### src/hw/rtl/kcc_pkg.sv
// shared constants, codes and types for the k-means color clustering block
// no dependencies
package kcc_pkg;
  localparam int MAX_PIXELS = 4096;
  localparam int PIX_AW     = $clog2(MAX_PIXELS);
  localparam int CNT_W      = PIX_AW + 1;
  localparam int NUM_CLUSTERS = 2;
  localparam int NUM_CEN    = NUM_CLUSTERS * 3;

  localparam int SQ_W   = 34;  // sum of three squared 16-bit differences
  localparam int DIST_W = 17;  // 9.8 distance
  localparam int DSUM_W = 29;  // sum of distances over the store
  localparam int CSUM_W = 20;  // per channel sum over the store
  localparam int CEN_W  = 16;  // 8.8 centre

  localparam logic [1:0] ACT_LOAD   = 2'd0;
  localparam logic [1:0] ACT_LABEL  = 2'd1;
  localparam logic [1:0] ACT_CENTRE = 2'd2;

  localparam logic [1:0] REG_STOP  = 2'd0;
  localparam logic [1:0] REG_MAXR  = 2'd1;

  localparam logic [1:0] ST_CONVERGED = 2'd0;
  localparam logic [1:0] ST_TOO_FEW   = 2'd1;
  localparam logic [1:0] ST_LIMIT     = 2'd2;

  localparam logic OP_SQRT = 1'b0;
  localparam logic OP_DIV  = 1'b1;

  typedef struct packed {
    logic              go;
    logic              op;
    logic [SQ_W-1:0]   opa;
    logic [CNT_W-1:0]  opb;
  } unit_req_t;

  typedef struct packed {
    logic              done;
    logic [DIST_W-1:0] result;
  } unit_rsp_t;
endpackage

### src/hw/rtl/kcc_sqdiv.sv
// iterative unit: integer square root (2 bits a step) or restoring division (1 bit a step)
// one shared compare and subtract; uses kcc_pkg
module kcc_sqdiv (
  input  logic               clk,
  input  logic               rst_n,
  input  kcc_pkg::unit_req_t req,
  output kcc_pkg::unit_rsp_t rsp
);
  localparam logic [4:0] SQRT_STEPS = 5'd17;
  localparam logic [4:0] DIV_STEPS  = 5'd29;

  logic                          run_r, done_r, op_r;
  logic [4:0]                    cnt_r;
  logic [kcc_pkg::SQ_W-1:0]      shreg_r;
  logic [19:0]                   rem_r;
  logic [28:0]                   res_r;
  logic [kcc_pkg::CNT_W-1:0]     opb_r;
  logic [19:0]                   cand, trial, diff;
  logic                          ge;

  always_comb begin
    if (op_r == kcc_pkg::OP_SQRT) begin
      cand  = {rem_r[17:0], shreg_r[33:32]};
      trial = {1'b0, res_r[16:0], 2'b01};
    end else begin
      cand  = {rem_r[18:0], shreg_r[33]};
      trial = {{(20-kcc_pkg::CNT_W){1'b0}}, opb_r};
    end
    ge   = (cand >= trial);
    diff = cand - trial;
  end

  always_ff @(posedge clk) begin
    if (!rst_n) begin
      run_r  <= 1'b0;
      done_r <= 1'b0;
    end else begin
      done_r <= run_r && (cnt_r == 5'd0);
      if (req.go) begin
        run_r <= 1'b1;
      end else if (run_r && cnt_r == 5'd0) begin
        run_r <= 1'b0;
      end
    end
  end

  always_ff @(posedge clk) begin
    if (req.go) begin
      op_r  <= req.op;
      opb_r <= req.opb;
      rem_r <= '0;
      res_r <= '0;
      if (req.op == kcc_pkg::OP_SQRT) begin
        shreg_r <= req.opa;
        cnt_r   <= SQRT_STEPS - 5'd1;
      end else begin
        shreg_r <= {req.opa[28:0], 5'b0};
        cnt_r   <= DIV_STEPS - 5'd1;
      end
    end else if (run_r) begin
      rem_r <= ge ? diff : cand;
      res_r <= {res_r[27:0], ge};
      cnt_r <= cnt_r - 5'd1;
      if (op_r == kcc_pkg::OP_SQRT) begin
        shreg_r <= {shreg_r[31:0], 2'b00};
      end else begin
        shreg_r <= {shreg_r[32:0], 1'b0};
      end
    end
  end

  assign rsp.done   = done_r;
  assign rsp.result = res_r[16:0];
endmodule

### config.mk
export PLATFORM = sky130hd
export DESIGN_NAME = kcc_sqdiv
export DESIGN_NICKNAME = d
export VERILOG_FILES = /design/src/hw/rtl/kcc_pkg.sv /design/src/hw/rtl/kcc_sqdiv.sv
export SDC_FILE = /design/constraint.sdc
export NUM_CORES = 1
export LEC_CHECK = 0
export BUFFER_PORTS_ARGS = -buffer_cell sky130_fd_sc_hd__buf_2
export CAP_MARGIN = 20
export CORE_MARGIN = 3
export CORE_UTILIZATION = 50
export DETAILED_ROUTE_END_ITERATION = 6
export PLACE_DENSITY = 0.75
export RECOVER_POWER = 50
export SYNTH_ARGS = -nofsm -noshare
export SYNTH_HDL_FRONTEND = slang
export SYNTH_SLANG_ARGS = --single-unit
### constraint.sdc
create_clock -name clk -period 4.92 [get_ports clk]
set_clock_uncertainty 0.1 [all_clocks]
set_input_delay 0.738 -clock clk [delete_from_list [all_inputs] [get_ports clk]]
set_output_delay 0.738 -clock clk [all_outputs]
set_load 0.005 [all_outputs]
==> out/results.tsv <==
stage	metric	value	unit
clock_network	clock-root-buffer	clkbuf_16	
pwr	report.power.total	3.28	mW
grt	grt_start_max_net_pins	74	
synth	ys_seq_elements	91	
synth	synthArstFlopShare	0	%
synth	yosysSeqAreaShare	41.3	%
setup_path	crit_slowest_cell	edfxtp_1	
floorplanning	placementRows	38	
setup_path	cp.required	5050	ps
floorplanning	io_pins	69	
setup_path	cpPeakStageDelay	640	ps
setup_path	critPathBufInv	1	
routing	wl	12700	um
setup_path	cp_max_fo	37	
setup_path	cp_top_family	compound AO/OA/AOI/OAI gates	
setup_path	rrSetupSlack	1090	ps
setup_path	worstSetupStartpoint	op_r$_DFFE_PP_	
floorplanning	die_y	113	um
clock_network	postCtsSetupRepairBufs	0	
grt	grt_pass1_wl	21400	um
clock_network	clk_path_buf_depth	2	
routing	highest_layer	met4	
floorplanning	die_w	113	um
timing	rsz0062_at_grt	no	
min_path	hp-class	reg -> reg	
finish	fin_util	57.6	%
synth	synth_warnings	0	
timing	fin_crit	3830	ps
timing	drv_slew	72	
setup_path	reg2reg_depth	9	
synth	avgSynthCellArea	10.1	sq um
setup_path	crit_chain	buf_4 > mux2_2 > ha_1 > a21o_1 > a2111oi_4 > o211a_4 > o22a_2 > nor3_1 > a221o_1	
timing	hold_ws	367	ps
clock_network	htree_levels	3	
setup_path	endpoint	rem_r[0]$_SDFFE_PP0P_	
clock_network	clk_latency	350	ps
timing	finalWorstSetupSlack	1090	ps
synth	ys_types	55	
pwr	power.density	518	nW/um^2
finish	design_area	6330	sq um
routing	dr.pass1.iters	5	
setup_path	crit_path_start_kind	flop	
routing	drc_errors	0	
placement	dpl_worst_slack	1150	ps
clock_network	cts_tree	built	
timing	fmax	0.261	GHz
timing	hold_viol	0	
synth	syn-instance-count	567	
routing	wl_met1	5690	um
setup_path	cp_num_cells	9	
floorplanning	initial_core_util	51.9	%
clock_network	cts.repair.resized	0	
setup_path	worstReg2RegEnd	rem_r[0]$_SDFFE_PP0P_	
timing	tns	0	ps
synth	synth_ff_type	edfxtp_1	
setup_path	crit_arrival	3960	ps
placement	place_hpwl	9220	um
clock_network	clk_pin_slew	70	ps
grt	grtUsageTotal	20.5	%
job	maxCapViolCount	2	
finish	drive_gt1_share	17.2	%
floorplanning	core-area	11000	sq um
pwr	power_leakage	2.56	nW
routing	wl_met3	666	um
placement	io_buffers	68	
timing	finalSetupViolations	0	
routing	drtIter0Drc	292	
clock_network	ctsHoldBuffers	0	
finish	fin_cells	755	
finish	diodes	0	
outcome	violations	max-capacitance violations, max-slew violations	
clock_network	cts_buffers	9	
grt	antenna_found_initial	0	
grt	grt_pass1_vias	4460	
synth	netlist_area	5700	sq um
timing	tightest_slew	2080	ps
setup_path	crit_path_end_kind	flop	
finish	area_delta_synth_final	11.1	%
routing	viasPerCell	6.06	
grt	grt_overflow_total	0	
routing	drtAntennaViolNets	0	
placement	dp.cells	739	
timing	slew_headroom	-38.4	%
synth	synth_edf_count	53	
setup_path	critPathKind	reg -> reg	
floorplanning	die_area	12700	sq um
outcome	outcome	finished with violations	
setup_path	reg2reg_from	op_r$_DFFE_PP_	
finish	fin_nets	683	
synth	synth_fp_nets	640	
timing	post-route-period-util	77.8	%
routing	post_drt_wl_per_cell	16.9	um
placement	post_dp_cell_area	6080	sq um
pwr	ir_worst_vdd	0.000274	V
clock_network	cts_sinks	91	
placement	gp_congestion	1.01	
routing	wl_met2	5980	um
routing	vias	4573	
## layout by cell type (no fill, tap or decap), types with 4 or more instances in the layout
cell,netlist,routed
o31ai_1,8,8
nor3_1,9,9
buf_4,1,4
a21o_1,8,8
o21bai_1,4,4
clkbuf_16,0,9
nand4_1,6,6
nand2_1,27,27
nor2b_1,34,34
ha_1,21,21
mux2i_1,68,68
a21oi_1,42,42
nand3_1,10,10
nor2_1,42,42
o21ai_1,5,5
mux2_2,18,18
inv_1,7,7
a32oi_1,8,8
edfxtp_1,53,53
buf_2,6,60
o21ai_0,14,14
a211oi_1,35,35
xnor2_1,5,5
clkbuf_1,27,9
dfxtp_1,38,38
nand2b_1,9,9
xor2_1,9,9
o21a_1,7,7
a31oi_1,4,4
## worst min path at each step
stage	start	endpoint	cells past startpoint
detailed placement	rem_r[7]$_SDFFE_PP0P_	rem_r[7]$_SDFFE_PP0P_	2
global placement	rem_r[7]$_SDFFE_PP0P_	rem_r[7]$_SDFFE_PP0P_	2
finish	rem_r[7]$_SDFFE_PP0P_	rem_r[7]$_SDFFE_PP0P_	2
global route	rem_r[7]$_SDFFE_PP0P_	rem_r[7]$_SDFFE_PP0P_	2
floorplan	rem_r[7]$_SDFFE_PP0P_	rem_r[7]$_SDFFE_PP0P_	2
CTS	rem_r[7]$_SDFFE_PP0P_	rem_r[7]$_SDFFE_PP0P_	2
## Yosys cell counts, types with 2 or more instances
library cell	n	area, sq um
nor2_1	42	158
a21oi_1	42	210
buf_2	6	30.0
nor3_1	9	45.0
xnor2_1	5	43.8
a21o_1	8	60.1
o21ai_0	14	70.1
edfxtp_1	53	1590
dfxtp_1	38	761
a31oi_1	4	25.0
o21ai_1	5	25.0
xor2_1	9	78.8
buf_1	5	18.8
mux2i_1	68	681
nand2b_1	9	56.3
buf_6	2	22.5
nor3b_1	2	15.0
nand3b_1	3	22.5
a221o_1	2	20.0
a32oi_1	8	70.1
nor2b_1	34	213
mux2_2	18	203
ha_1	21	263
o31ai_1	8	60.1
nand3_1	10	50.1
nand2_1	27	101
nand4_1	6	37.5
and2_1	4	25.0
clkbuf_1	27	101
o21a_1	7	52.6
a211oi_1	35	263
inv_1	7	26.3
o21bai_1	4	30.0
a21oi_2	2	17.5
o211ai_1	2	15.0
a311oi_1	2	17.5
## where the power goes
part	leakage, nW	switching [mW]	internal, mW	total [mW]
clock	0.127	0.291	0.343	0.634
combinational	1.60	0.971	0.676	1.65
sequential	0.835	0.0715	0.925	0.997
total	2.56	1.33	1.94	3.28
## layout make-up
class	count	area, sq um
fillers	965	4650
multi-input cells	428	3140
flip-flops and latches	91	2350
repair buffers	73	365
clock buffers	10	229
well taps	140	175
clock inverters	6	41.3
inverters	7	26.3
## sequential cells by signal (all words and copies together) (netlist names)
name / cells
cnt_r: 5
done_r: 1
op_r: 1
opb_r: 13
rem_r: 19
res_r: 17
run_r: 1
shreg_r: 34
## cells by family (layout without fill, tap and decap cells)
| kind of cell | count (synthesis) | in the layout | share of synthesized area [%] |
|---|---|---|---|
| AOI/OAI and AO/OA | 157 | 157 | 19.4 |
| xor gates and xnor gates | 14 | 14 | 2.15 |
| adders and majority gates | 22 | 22 | 4.96 |
| buffers and inverters | 48 | 96 | 3.62 |
| DFF | 91 | 91 | 41.3 |
| muxes | 86 | 86 | 15.5 |
| and+or+nand+nor | 149 | 149 | 13.1 |
## metal layers
layer | GRT usage, % | vias to the layer above
met4 | 10.2 | 0
met3 | 3.42 | 36
met2 | 32.5 | 157
li1 | - | 2236
met5 | 0 | -
met1 | 27.2 | 2144
## worst reg2reg max path, stage by stage (launching register included)
cell       delay [ps]
edfxtp_1          640
buf_4             510
mux2_2            430
ha_1              380
a21o_1            250
a2111oi_4         400
o211a_4           240
o22a_2            390
nor3_1            100
a221o_1           270
(Power assumes the default switching activity.)
