[src/hw/rtl/kcc_ram.sv]
// generic single write port, single read port ram with registered read
// no dependencies
module kcc_ram #(
  parameter int WIDTH = 8,
  parameter int DEPTH = 16
) (
  input  logic                     clk,
  input  logic                     we,
  input  logic [$clog2(DEPTH)-1:0] waddr,
  input  logic [WIDTH-1:0]         wdata,
  input  logic [$clog2(DEPTH)-1:0] raddr,
  output logic [WIDTH-1:0]         rdata
);
  logic [WIDTH-1:0] mem [DEPTH];

  always_ff @(posedge clk) begin
    if (we) begin
      mem[waddr] <= wdata;
    end
    rdata <= mem[raddr];
  end
endmodule

[config.mk]
export PLATFORM = sky130hd
export DESIGN_NAME = kcc_ram
export DESIGN_NICKNAME = d
export VERILOG_FILES = /design/src/hw/rtl/kcc_ram.sv
export SDC_FILE = /design/constraint.sdc
export NUM_CORES = 1
export LEC_CHECK = 0
export BUFFER_PORTS_ARGS = -buffer_cell sky130_fd_sc_hd__buf_2
export CORE_ASPECT_RATIO = 0.7
export CORE_MARGIN = 8
export CORE_UTILIZATION = 44
export DETAILED_ROUTE_END_ITERATION = 16
export GPL_ROUTABILITY_DRIVEN = 0
export SETUP_SLACK_MARGIN = 0.5
export SLEW_MARGIN = 20
export SYNTH_ARGS = -nofsm -noshare
export SYNTH_HDL_FRONTEND = slang
export SYNTH_SLANG_ARGS = --single-unit
[constraint.sdc]
create_clock -name clk -period 1.65 [get_ports clk]
set_input_delay 0 -clock clk [delete_from_list [all_inputs] [get_ports clk]]
set_output_delay 0 -clock clk [all_outputs]
set_load 0.05 [all_outputs]
==> metrics.txt, run 1 <==
outcome complete, no violations; Worst-Margin Slew 0.960 ns; final hold violation count 0; Reg clk slew, reported paths 0.06 ns; FMAX 804 MHz; RSZ-0062 raised after global routing yes; combinational share of power 6.2%; die width 145 um; PD cells 1250 nW/um2; aggregate global routing overflow 0; P_int 6.09 mW; clock share of power 43.8%; DRC errors left 0; Worst EP required 1.95 ns; Sw Pwr 1.68 mW; Via density 5.30; DRT Pass-1 Iters 4; CTS tree yes; Slew HR 35.9%; Seq pwr share 50.0%; Max-Cap Viols 0; GRT Total Usage 13.9%; synthesized netlist net count 247; total number of vias 2,457; P_leak 2.08 nW; Seq/Total Area, Yosys 77.8%; Fin Hold WS 0.104 ns; arrival time worst endpoint 1.55 ns; commonest non-fill, non-tap cell in the layout edfxtp_1; post-route clock skew 0.0124 ns; synthesis-stage register bit count 136; minimum clock period 1.24 ns; top post-synthesis cells by area edfxtp_1 (75%), mux4_2 (7.9%), mux4_1 (7.1%); Die Height 106 um; initial antenna violation count 0; Detailed Place HPWL 6.58 mm; WL/cell 21.5 um; Routed WL 9.99 mm; Sw Ratio 21.7%; IO Count 26; H-tree levels 4; Buffers on Ports 25; CP endpoint kind register; # setup viols final 0; Avg Cell Area, Syn 22.5 um2; largest net degree at the start of global routing 21; cell row count 33; Area Overhead vs Synth 21.2%; Hold Path Class in -> reg; Setup CP Type reg -> reg; library cells used by synthesis 19; Core Area 11,600 um2; area of the die 15,500 um2; vias in the first global route 2,614; Clock Latency Late Sink 0.42 ns; antenna-violating nets left 0; most frequent cells in the layout edfxtp_1 (128), mux4_2 (29), buf_2 (25), buf_4 (21), clkbuf_16 (17); share of cells above drive strength 1 38.8%; period utilization 75.4%; Cells after Synth 229; Antenna Cells 0; global-route wire length before repair 15.4 mm; CTS buffer count 17; crit start category register; fin. max-slew vios 0; CP Max Fanout 1; post-synth top area share 74.7%; Synth Cell Area 5150 um2; Starting Density 44.5%; Ys Warns 0; drt initial violations 221; cell taking the most area after synthesis edfxtp_1; Setup TNS 0 ns; Worst IR Drop VDD 797 uV; fin nets 313; # clock sinks 136; clock buffer depth 2; Clock Tree Root clkbuf_16
## stage by stage
step	setup slack [ns]	total power, mW	cells	area, um2	util, %
finish	0.406	7.77	464	6240	54.0
global route	0.368	8.02	464	6240	54.0
CTS	0.394	7.83	464	6220	53.8
detailed placement	0.273	4.42	425	5580	48.2
global placement	0.280	4.41	425	5580	48.2
floorplan	0.384	4.23	229	5120	-
## critical path, stage by stage (launching register included)
cell      delay, ns
edfxtp_1       0.37
mux4_2         0.49
a22oi_2        0.20
nand2_1        0.06
## cells in the mapped netlist
| cell type | n |
|---|---|
| edfxtp_1 | 128 |
| nand3_1 | 1 |
| nand2b_1 | 2 |
| buf_4 | 1 |
| nand3b_1 | 2 |
| nand2_1 | 9 |
| nor3_1 | 4 |
| nor2_1 | 13 |
| mux4_2 | 18 |
| mux4_1 | 14 |
| buf_6 | 3 |
| or3b_2 | 1 |
| and2_1 | 1 |
| buf_2 | 3 |
| dfxtp_1 | 8 |
| a22oi_1 | 16 |
| nor2b_1 | 1 |
| and2b_1 | 1 |
| clkdlybuf4s25_2 | 3 |
## sequential cells by signal, summed over array words and instances, names as in the netlist
register  count
mem         128
rdata         8
## path summary, 6_finish.rpt
check / startpoint / end / slack (ns) / cells past startpoint
setup / recovery: mem[11][0]$_DFFE_PP_ / rdata[0]$_DFF_P_ / 0.41 / 3
hold / removal: raddr[3] / rdata[0]$_DFF_P_ / 0.10 / 4
setup reg to reg: mem[11][0]$_DFFE_PP_ / rdata[0]$_DFF_P_ / 0.41 / 3
hold reg to reg: mem[12][7]$_DFFE_PP_ / rdata[7]$_DFF_P_ / 0.67 / 3
## cell type report
| cell class | instances | area, um2 |
|---|---|---|
| Clock buffer | 17 | 425 |
| Sequential cell | 136 | 4000 |
| Tap cell | 157 | 196 |
| Fill cell | 912 | 5320 |
| Timing Repair Buffer | 57 | 423 |
| Clock inverter | 14 | 109 |
| Multi-Input combinational cell | 83 | 1080 |
## power by group through the flow
stage | sequential [mW] | combinational, mW | clock (mW)
finish | 3.89 | 0.481 | 3.40
CTS | 3.89 | 0.482 | 3.46
floorplan | 4.03 | 0.202 | 0
global placement | 3.96 | 0.450 | 0
detailed placement | 3.96 | 0.455 | 0
global route | 3.89 | 0.515 | 3.62
## kinds of logic after synthesis
kind of cell	share of synthesized area [%]
AOI/OAI and AO/OA	2.33
buffers and inverters	1.68
DFF	77.8
muxes	15.0
and+or+nand+nor	3.18
## repair_timing
action                                 CTS  global route
buffers inserted                         0             0
endpoints found under the hold margin  128             0
hold buffers                             8             0
setup endpoints to repair                8             8
gates resized for setup                  7             4
pin swaps                                4             5
## per-layer routing
metal / GRT usage [%] / vias to the layer above / part of all wire [%]
li1: - / 1099 / -
met1: 17.9 / 1257 / 44
met2: 20.9 / 92 / 46
met3: 5.39 / 9 / 8.9
met4: 5.48 / 0 / 0.88
met5: 0 / - / 0
Power figures use the tool's default switching activity.
==> run 2, diff against run 1 <==
clock period = 1.3 ns   (was 1.65 ns; I/O delays follow)
==> run 2 against run 1 <==
  * Core utilization rose by 3.7 points
  * Clock power increased by 38%
  * Fmax decreased by 0.13%
  * Combinational power grew 52%
  * Critical path depth unchanged
  * Sequential share of layout area decreased by 4.0 points
  * Final cell count increased by 1.3%
  * Final area grew 6.9%
==> metrics.txt, run 2 (synthesis results as in run 1) <==
DRC errors left 0 (unchanged); Starting Density 44.5% (unchanged); P_int 8.22 mW (+35%); share of cells above drive strength 1 48.2% (+9.5 points); initial antenna violation count 0 (unchanged); register area 4010 um2 (+0.22%); final hold violation count 0 (unchanged); PD cells 1560 nW/um2 (+25%); outcome complete, no violations; Antenna Cells 0 (unchanged); area of the die 15,500 um2 (unchanged); FILL cells 854 (-6.4%); Worst-Margin Slew 0.995 ns (+0.0353 ns); CP endpoint kind register; Routed WL 10.3 mm (+2.8%); Core Area 11,600 um2 (unchanged); Detailed Place HPWL 6.63 mm (+0.67%); Area Overhead vs Synth 29.5%; aggregate global routing overflow 0 (unchanged); minimum clock period 1.25 ns (+0.00164 ns); Buffers on Ports 25 (unchanged); drt initial violations 190 (-14%); combinational share of power 7.0% (+0.8 points); Worst IR Drop VDD 873 uV (+9.6%); most frequent cells in the layout edfxtp_1 (128), mux4_2 (32), clkbuf_16 (17), buf_2 (15), buf_4 (15); cell row count 33 (unchanged); clock buffer depth 2 (unchanged); DRT Pass-1 Iters 4 (unchanged); GRT Total Usage 14.3% (+0.41 points); commonest non-fill, non-tap cell in the layout edfxtp_1; Seq pwr share 47.7% (-2.3 points); total number of vias 2,471 (+0.57%); Clock Latency Late Sink 0.41 ns (about the same); Reg clk slew, reported paths 0.06 ns (about the same); post-route clock skew 0.00446 ns (-0.00798 ns); P_leak 2.20 nW (+5.4%); # setup viols final 0 (unchanged); vias in the first global route 2,656 (+1.6%); Clock Tree Root clkbuf_16; CTS buffer count 17 (unchanged); Largest Register mem; fin. max-slew vios 0 (unchanged); global-route wire length before repair 15.9 mm (+3.6%); Setup TNS 0 ns (unchanged); Largest register FFs 128 (unchanged); Worst EP required 1.59 ns (-0.36 ns); Via density 5.26 (-0.71%); Slew HR 33.5% (-2.4 points); Sw Ratio 20.8% (-0.88 points); clock share of power 45.2% (+1.4 points); Die Height 106 um (unchanged); RSZ-0062 raised after global routing yes; Max-Cap Viols 0 (unchanged); worst setup margin 0.0547 ns (-0.352 ns); antenna-violating nets left 0 (unchanged); die width 145 um (unchanged); fin nets 318 (+1.6%); IO Count 26 (unchanged); final core utilization 57.7% (+3.7 points); FMAX 803 MHz (-0.13%); arrival time worst endpoint 1.54 ns (about the same); Setup CP Type reg -> reg; crit start category register; CP Max Fanout 1 (unchanged); largest net degree at the start of global routing 23 (+9.5%); CTS tree yes; WL/cell 21.8 um (+1.4%); period utilization 95.8% (+20 points); Top Registers mem x128, rdata x8; area of the multi-input gates 1190 um2 (+9.8%); H-tree levels 4 (unchanged); Hold Path Class in -> reg; worst slack, placed -0.122 ns (-0.395 ns); # clock sinks 136 (unchanged); Sw Pwr 2.15 mW (+28%)
-- run 2: cell count changes in the layout (fill, tap and decap cells not counted), moves of 4 or more --
cell	before	now
buf_12	3	14
buf_2	25	15
buf_4	21	15
buf_8	0	7
dfxtp_1	8	1
dfxtp_2	0	7
nor2_1	13	1
nor2_4	0	10
nor3_4	0	4
-- run 2: area by class of cell --
cell class	instances	area share, %
flip-flops and latches	136	60.2
multi-input cells	83	17.8
repair buffers	62	10.3
clock buffers	17	6.38
well taps	157	2.95
clock inverters	15	2.38
-- run 2: metrics by stage --
| step | hold WS (ns) | power (mW) | area (um2) | std cells |
|---|---|---|---|---|
| 3_3_place_gp | 0.391 | 5.64 | 5800 | 426 |
| 2_1_floorplan | 0.0989 | 5.40 | 5230 | 229 |
| 4_1_cts | 0.0940 | 10.4 | 6600 | 468 |
| 3_5_place_dp | 0.391 | 5.66 | 5800 | 426 |
| 5_1_grt | 0.120 | 10.7 | 6670 | 470 |
| 6_report | 0.113 | 10.4 | 6670 | 470 |
-- run 2: power groups by stage --
stage / registers, mW / logic [mW] / clock network (mW)
global placement: 5.02 / 0.621 / 0
CTS: 4.95 / 0.715 / 4.77
finish: 4.95 / 0.730 / 4.69
floorplan: 5.12 / 0.282 / 0
detailed placement: 5.02 / 0.632 / 0
global route: 4.96 / 0.779 / 4.96
-- run 2: what timing repair did --
item / 4_1_cts / 5_1_grt
endpoints found under the hold margin: 128 / 0
resized for setup: 32 / 11
hold buffers: 8 / 0
pin swaps: 6 / 5
setup endpoints to repair: 56 / 41
buffers inserted: 2 / 2
-- run 2: worst max-delay path, stage by stage, from the launching register on --
cell	delay [ns]
edfxtp_1	0.37
mux4_2	0.48
a22oi_2	0.21
nand2_1	0.07
-- run 2: path summary, 6_finish.rpt --
check | end | cells past startpoint | slack (ns) | from
worst max-delay path | rdata[7]$_DFF_P_ | 3 | 0.05 | mem[9][7]$_DFFE_PP_
worst min-delay path | mem[12][5]$_DFFE_PP_ | 3 | 0.11 | waddr[1]
worst max register to register | rdata[7]$_DFF_P_ | 3 | 0.05 | mem[9][7]$_DFFE_PP_
worst min register to register | rdata[1]$_DFF_P_ | 3 | 0.68 | mem[6][1]$_DFFE_PP_
-- run 2: metal layers --
metal	wire length [um]	vias up	GRT usage (%)	share of wire (%)
met5	0	-	0	0
met1	4970	1303	19.9	48
met4	42	0	4.37	0.41
met3	569	4	5.05	5.5
met2	4680	58	20.8	46
li1	-	1106	-	-
==> run 3, diff against run 2 <==
CORE_UTILIZATION = 60   (was 44)
PLACE_DENSITY = 0.78   (was unset)
==> run 3 against run 2 <==
  * Critical path depth did not move
  * Largest cell class unchanged
  * Sequential cell count stayed put
  * Highest routed layer unchanged
  * Clock power decreased by 1%
  * Die area shrank 23%
  * Register-to-register slack worse by 0.03 ns
  * Sequential share of layout area rose by 2.1 points
==> metrics.txt, run 3 (synthesis results as in run 1) <==
CP endpoint kind register; vias in the first global route 2,665 (+0.34%); Worst R2R Path Depth 3 (unchanged); minimum clock period 1.27 ns (+0.0252 ns); fin nets 307 (-3.5%); slowest CP cell mux4_2; global-route wire length before repair 15.2 mm (-5.0%); PD cells 1600 nW/um2 (+2.8%); P_leak 2.12 nW (-3.3%); CP cell instances mux4_2 -> a22oi_2 -> nand2_1; Core Area 8410 um2 (-27%); Via density 6.03 (+15%); largest net degree at the start of global routing 22 (-4.3%); antenna-violating nets left 0 (unchanged); FILL cells 433 (-49%); CTS tree yes; die width 127 um (-13%); Sw Pwr 2.10 mW (-2.6%); FMAX 787 MHz (-2.0%); Critical R2R Capture rdata[4]$_DFF_P_; Seq pwr share 48.1% (+0.4 points); Reg clk slew, reported paths 0.06 ns (about the same); register area 4010 um2 (about the same); drt initial violations 246 (+29%); Layout Cells excl Fill 407 (-13%); Worst EP required 1.60 ns (about the same); outcome complete, no violations; period utilization 97.7% (+1.9 points); hold_sp waddr[2]; slowest stage delay, CP 0.51 ns (+0.03 ns); DRC errors left 0 (unchanged); # setup viols final 0 (unchanged); Crit. Startpoint mem[11][4]$_DFFE_PP_; CTS buffer count 17 (unchanged); worst setup margin 0.0295 ns (-0.0252 ns); Routed WL 9.66 mm (-5.9%); cell row count 28 (-15%); clock share of power 45.1% (about the same); Buffers on Ports 25 (unchanged); reg2reg setup slack 0.03 ns (-0.03 ns); clock buffer depth 2 (unchanged); aggregate global routing overflow 0 (unchanged); IO Count 26 (unchanged); combinational share of power 6.8% (-0.2 points); H-tree levels 4 (unchanged); CP Max Fanout 1 (unchanged); Hold Path Class in -> reg; WHS Path Cells 3 (unchanged); Slew HR 40.9% (+7.4 points); Area Overhead vs Synth 25.2%; commonest non-fill, non-tap cell in the layout edfxtp_1; final std cell area, no fill 6440 um2 (-3.3%); Top Registers mem x128, rdata x8; r2r startpoint mem[11][4]$_DFFE_PP_; Worst IR Drop VDD 1310 uV (+50%); Largest Register mem; crit start category register; P_int 8.20 mW (-0.14%); final core utilization 76.7% (+19 points); Sw Ratio 20.4% (-0.41 points); RSZ-0062 raised after global routing yes; post-route clock skew 0.00701 ns (+0.00256 ns); Largest register FFs 128 (unchanged); WL/cell 23.7 um (+8.7%); GRT Total Usage 18.1% (+3.8 points); area of the multi-input gates 1180 um2 (-0.84%); final hold violation count 0 (unchanged); Fin Hold WS 0.125 ns (+0.0125 ns); Starting Density 61.2% (+17 points); total number of vias 2,456 (-0.61%); Detailed Place HPWL 5.96 mm (-10%); Worst-Margin Slew 0.883 ns (-0.112 ns); DRT Pass-1 Iters 4 (unchanged); share of cells above drive strength 1 45.0% (-3.2 points); Setup CP Type reg -> reg; Crit path max-delay family multiplexers; Clock Latency Late Sink 0.41 ns (about the same); DP Area 5610 um2 (-3.3%); Clock Tree Root clkbuf_16; arrival time worst endpoint 1.57 ns (+0.03 ns); initial antenna violation count 0 (unchanged); Placed Instances 364 (-15%); Die Height 93.5 um (-12%); most frequent cells in the layout edfxtp_1 (128), mux4_2 (32), clkbuf_16 (17), buf_2 (16), buf_12 (10); worst slack, placed -0.0412 ns (+0.0808 ns); Antenna Cells 0 (unchanged); Hold EP mem[3][4]$_DFFE_PP_; # clock sinks 136 (unchanged); fin. max-slew vios 0 (unchanged); Max-Cap Viols 0 (unchanged); area of the die 11,800 um2 (-23%); Worst Path Buf+Inv 0 (unchanged)
[run 3: metrics by stage]
step | TNS, ns | total power, mW
2_1_floorplan | 0 | 5.40
3_3_place_gp | -0.0798 | 5.61
6_report | 0 | 10.3
4_1_cts | 0 | 10.3
5_1_grt | -0.0246 | 10.6
3_5_place_dp | -0.130 | 5.63
[run 3: layer usage]
metal | track usage [%] | up-vias | part of all wire, % | wire length [um]
met1 | 23.4 | 1266 | 44 | 4200
met3 | 6.48 | 11 | 7.6 | 733
met4 | 7.10 | 0 | 1.1 | 110
met5 | 0 | - | 0 | 0
li1 | - | 1082 | - | -
met2 | 27.8 | 97 | 48 | 4610
[run 3: layout make-up]
| class | instances | area share, % |
|---|---|---|
| Clock buffer | 21 | 6.83 |
| Clock inverter | 11 | 2.02 |
| Multi-Input combinational cell | 83 | 18.3 |
| Sequential cell | 136 | 62.3 |
| Tap cell | 105 | 2.04 |
| Timing Repair Buffer | 51 | 8.56 |
[run 3: tightest hold or removal path: cells and delay by family]
kind	cells	cell delay (ns)
and+or+nand+nor	2	0.28
buffers and inverters	1	0.08
[run 3: how the worst max path moves through the flow]
stage	endpoint	slack [ns]	cells after the start
finish	rdata[4]$_DFF_P_	0.03	3
floorplan	rdata[0]$_DFF_P_	0.17	3
global route	rdata[0]$_DFF_P_	-0.02	3
CTS	rdata[0]$_DFF_P_	0.02	3
detailed placement	rdata[2]$_DFF_P_	-0.04	5
global placement	rdata[2]$_DFF_P_	-0.02	5
[run 3: timing repair]
item | CTS | global route
buffers inserted | 0 | 3
resized for setup | 31 | 11
setup endpoints to repair | 24 | 44
endpoints found under the hold margin | 128 | 0
pin swaps | 1 | 3
hold buffers | 8 | 0
cloned | 0 | 0
[run 3: power by group through the flow]
stage	clock network (mW)	registers, mW	logic (mW)
2_1_floorplan	0	5.12	0.282
3_3_place_gp	0	5.02	0.586
3_5_place_dp	0	5.02	0.601
4_1_cts	4.68	4.96	0.681
5_1_grt	4.84	4.97	0.748
6_report	4.64	4.96	0.702
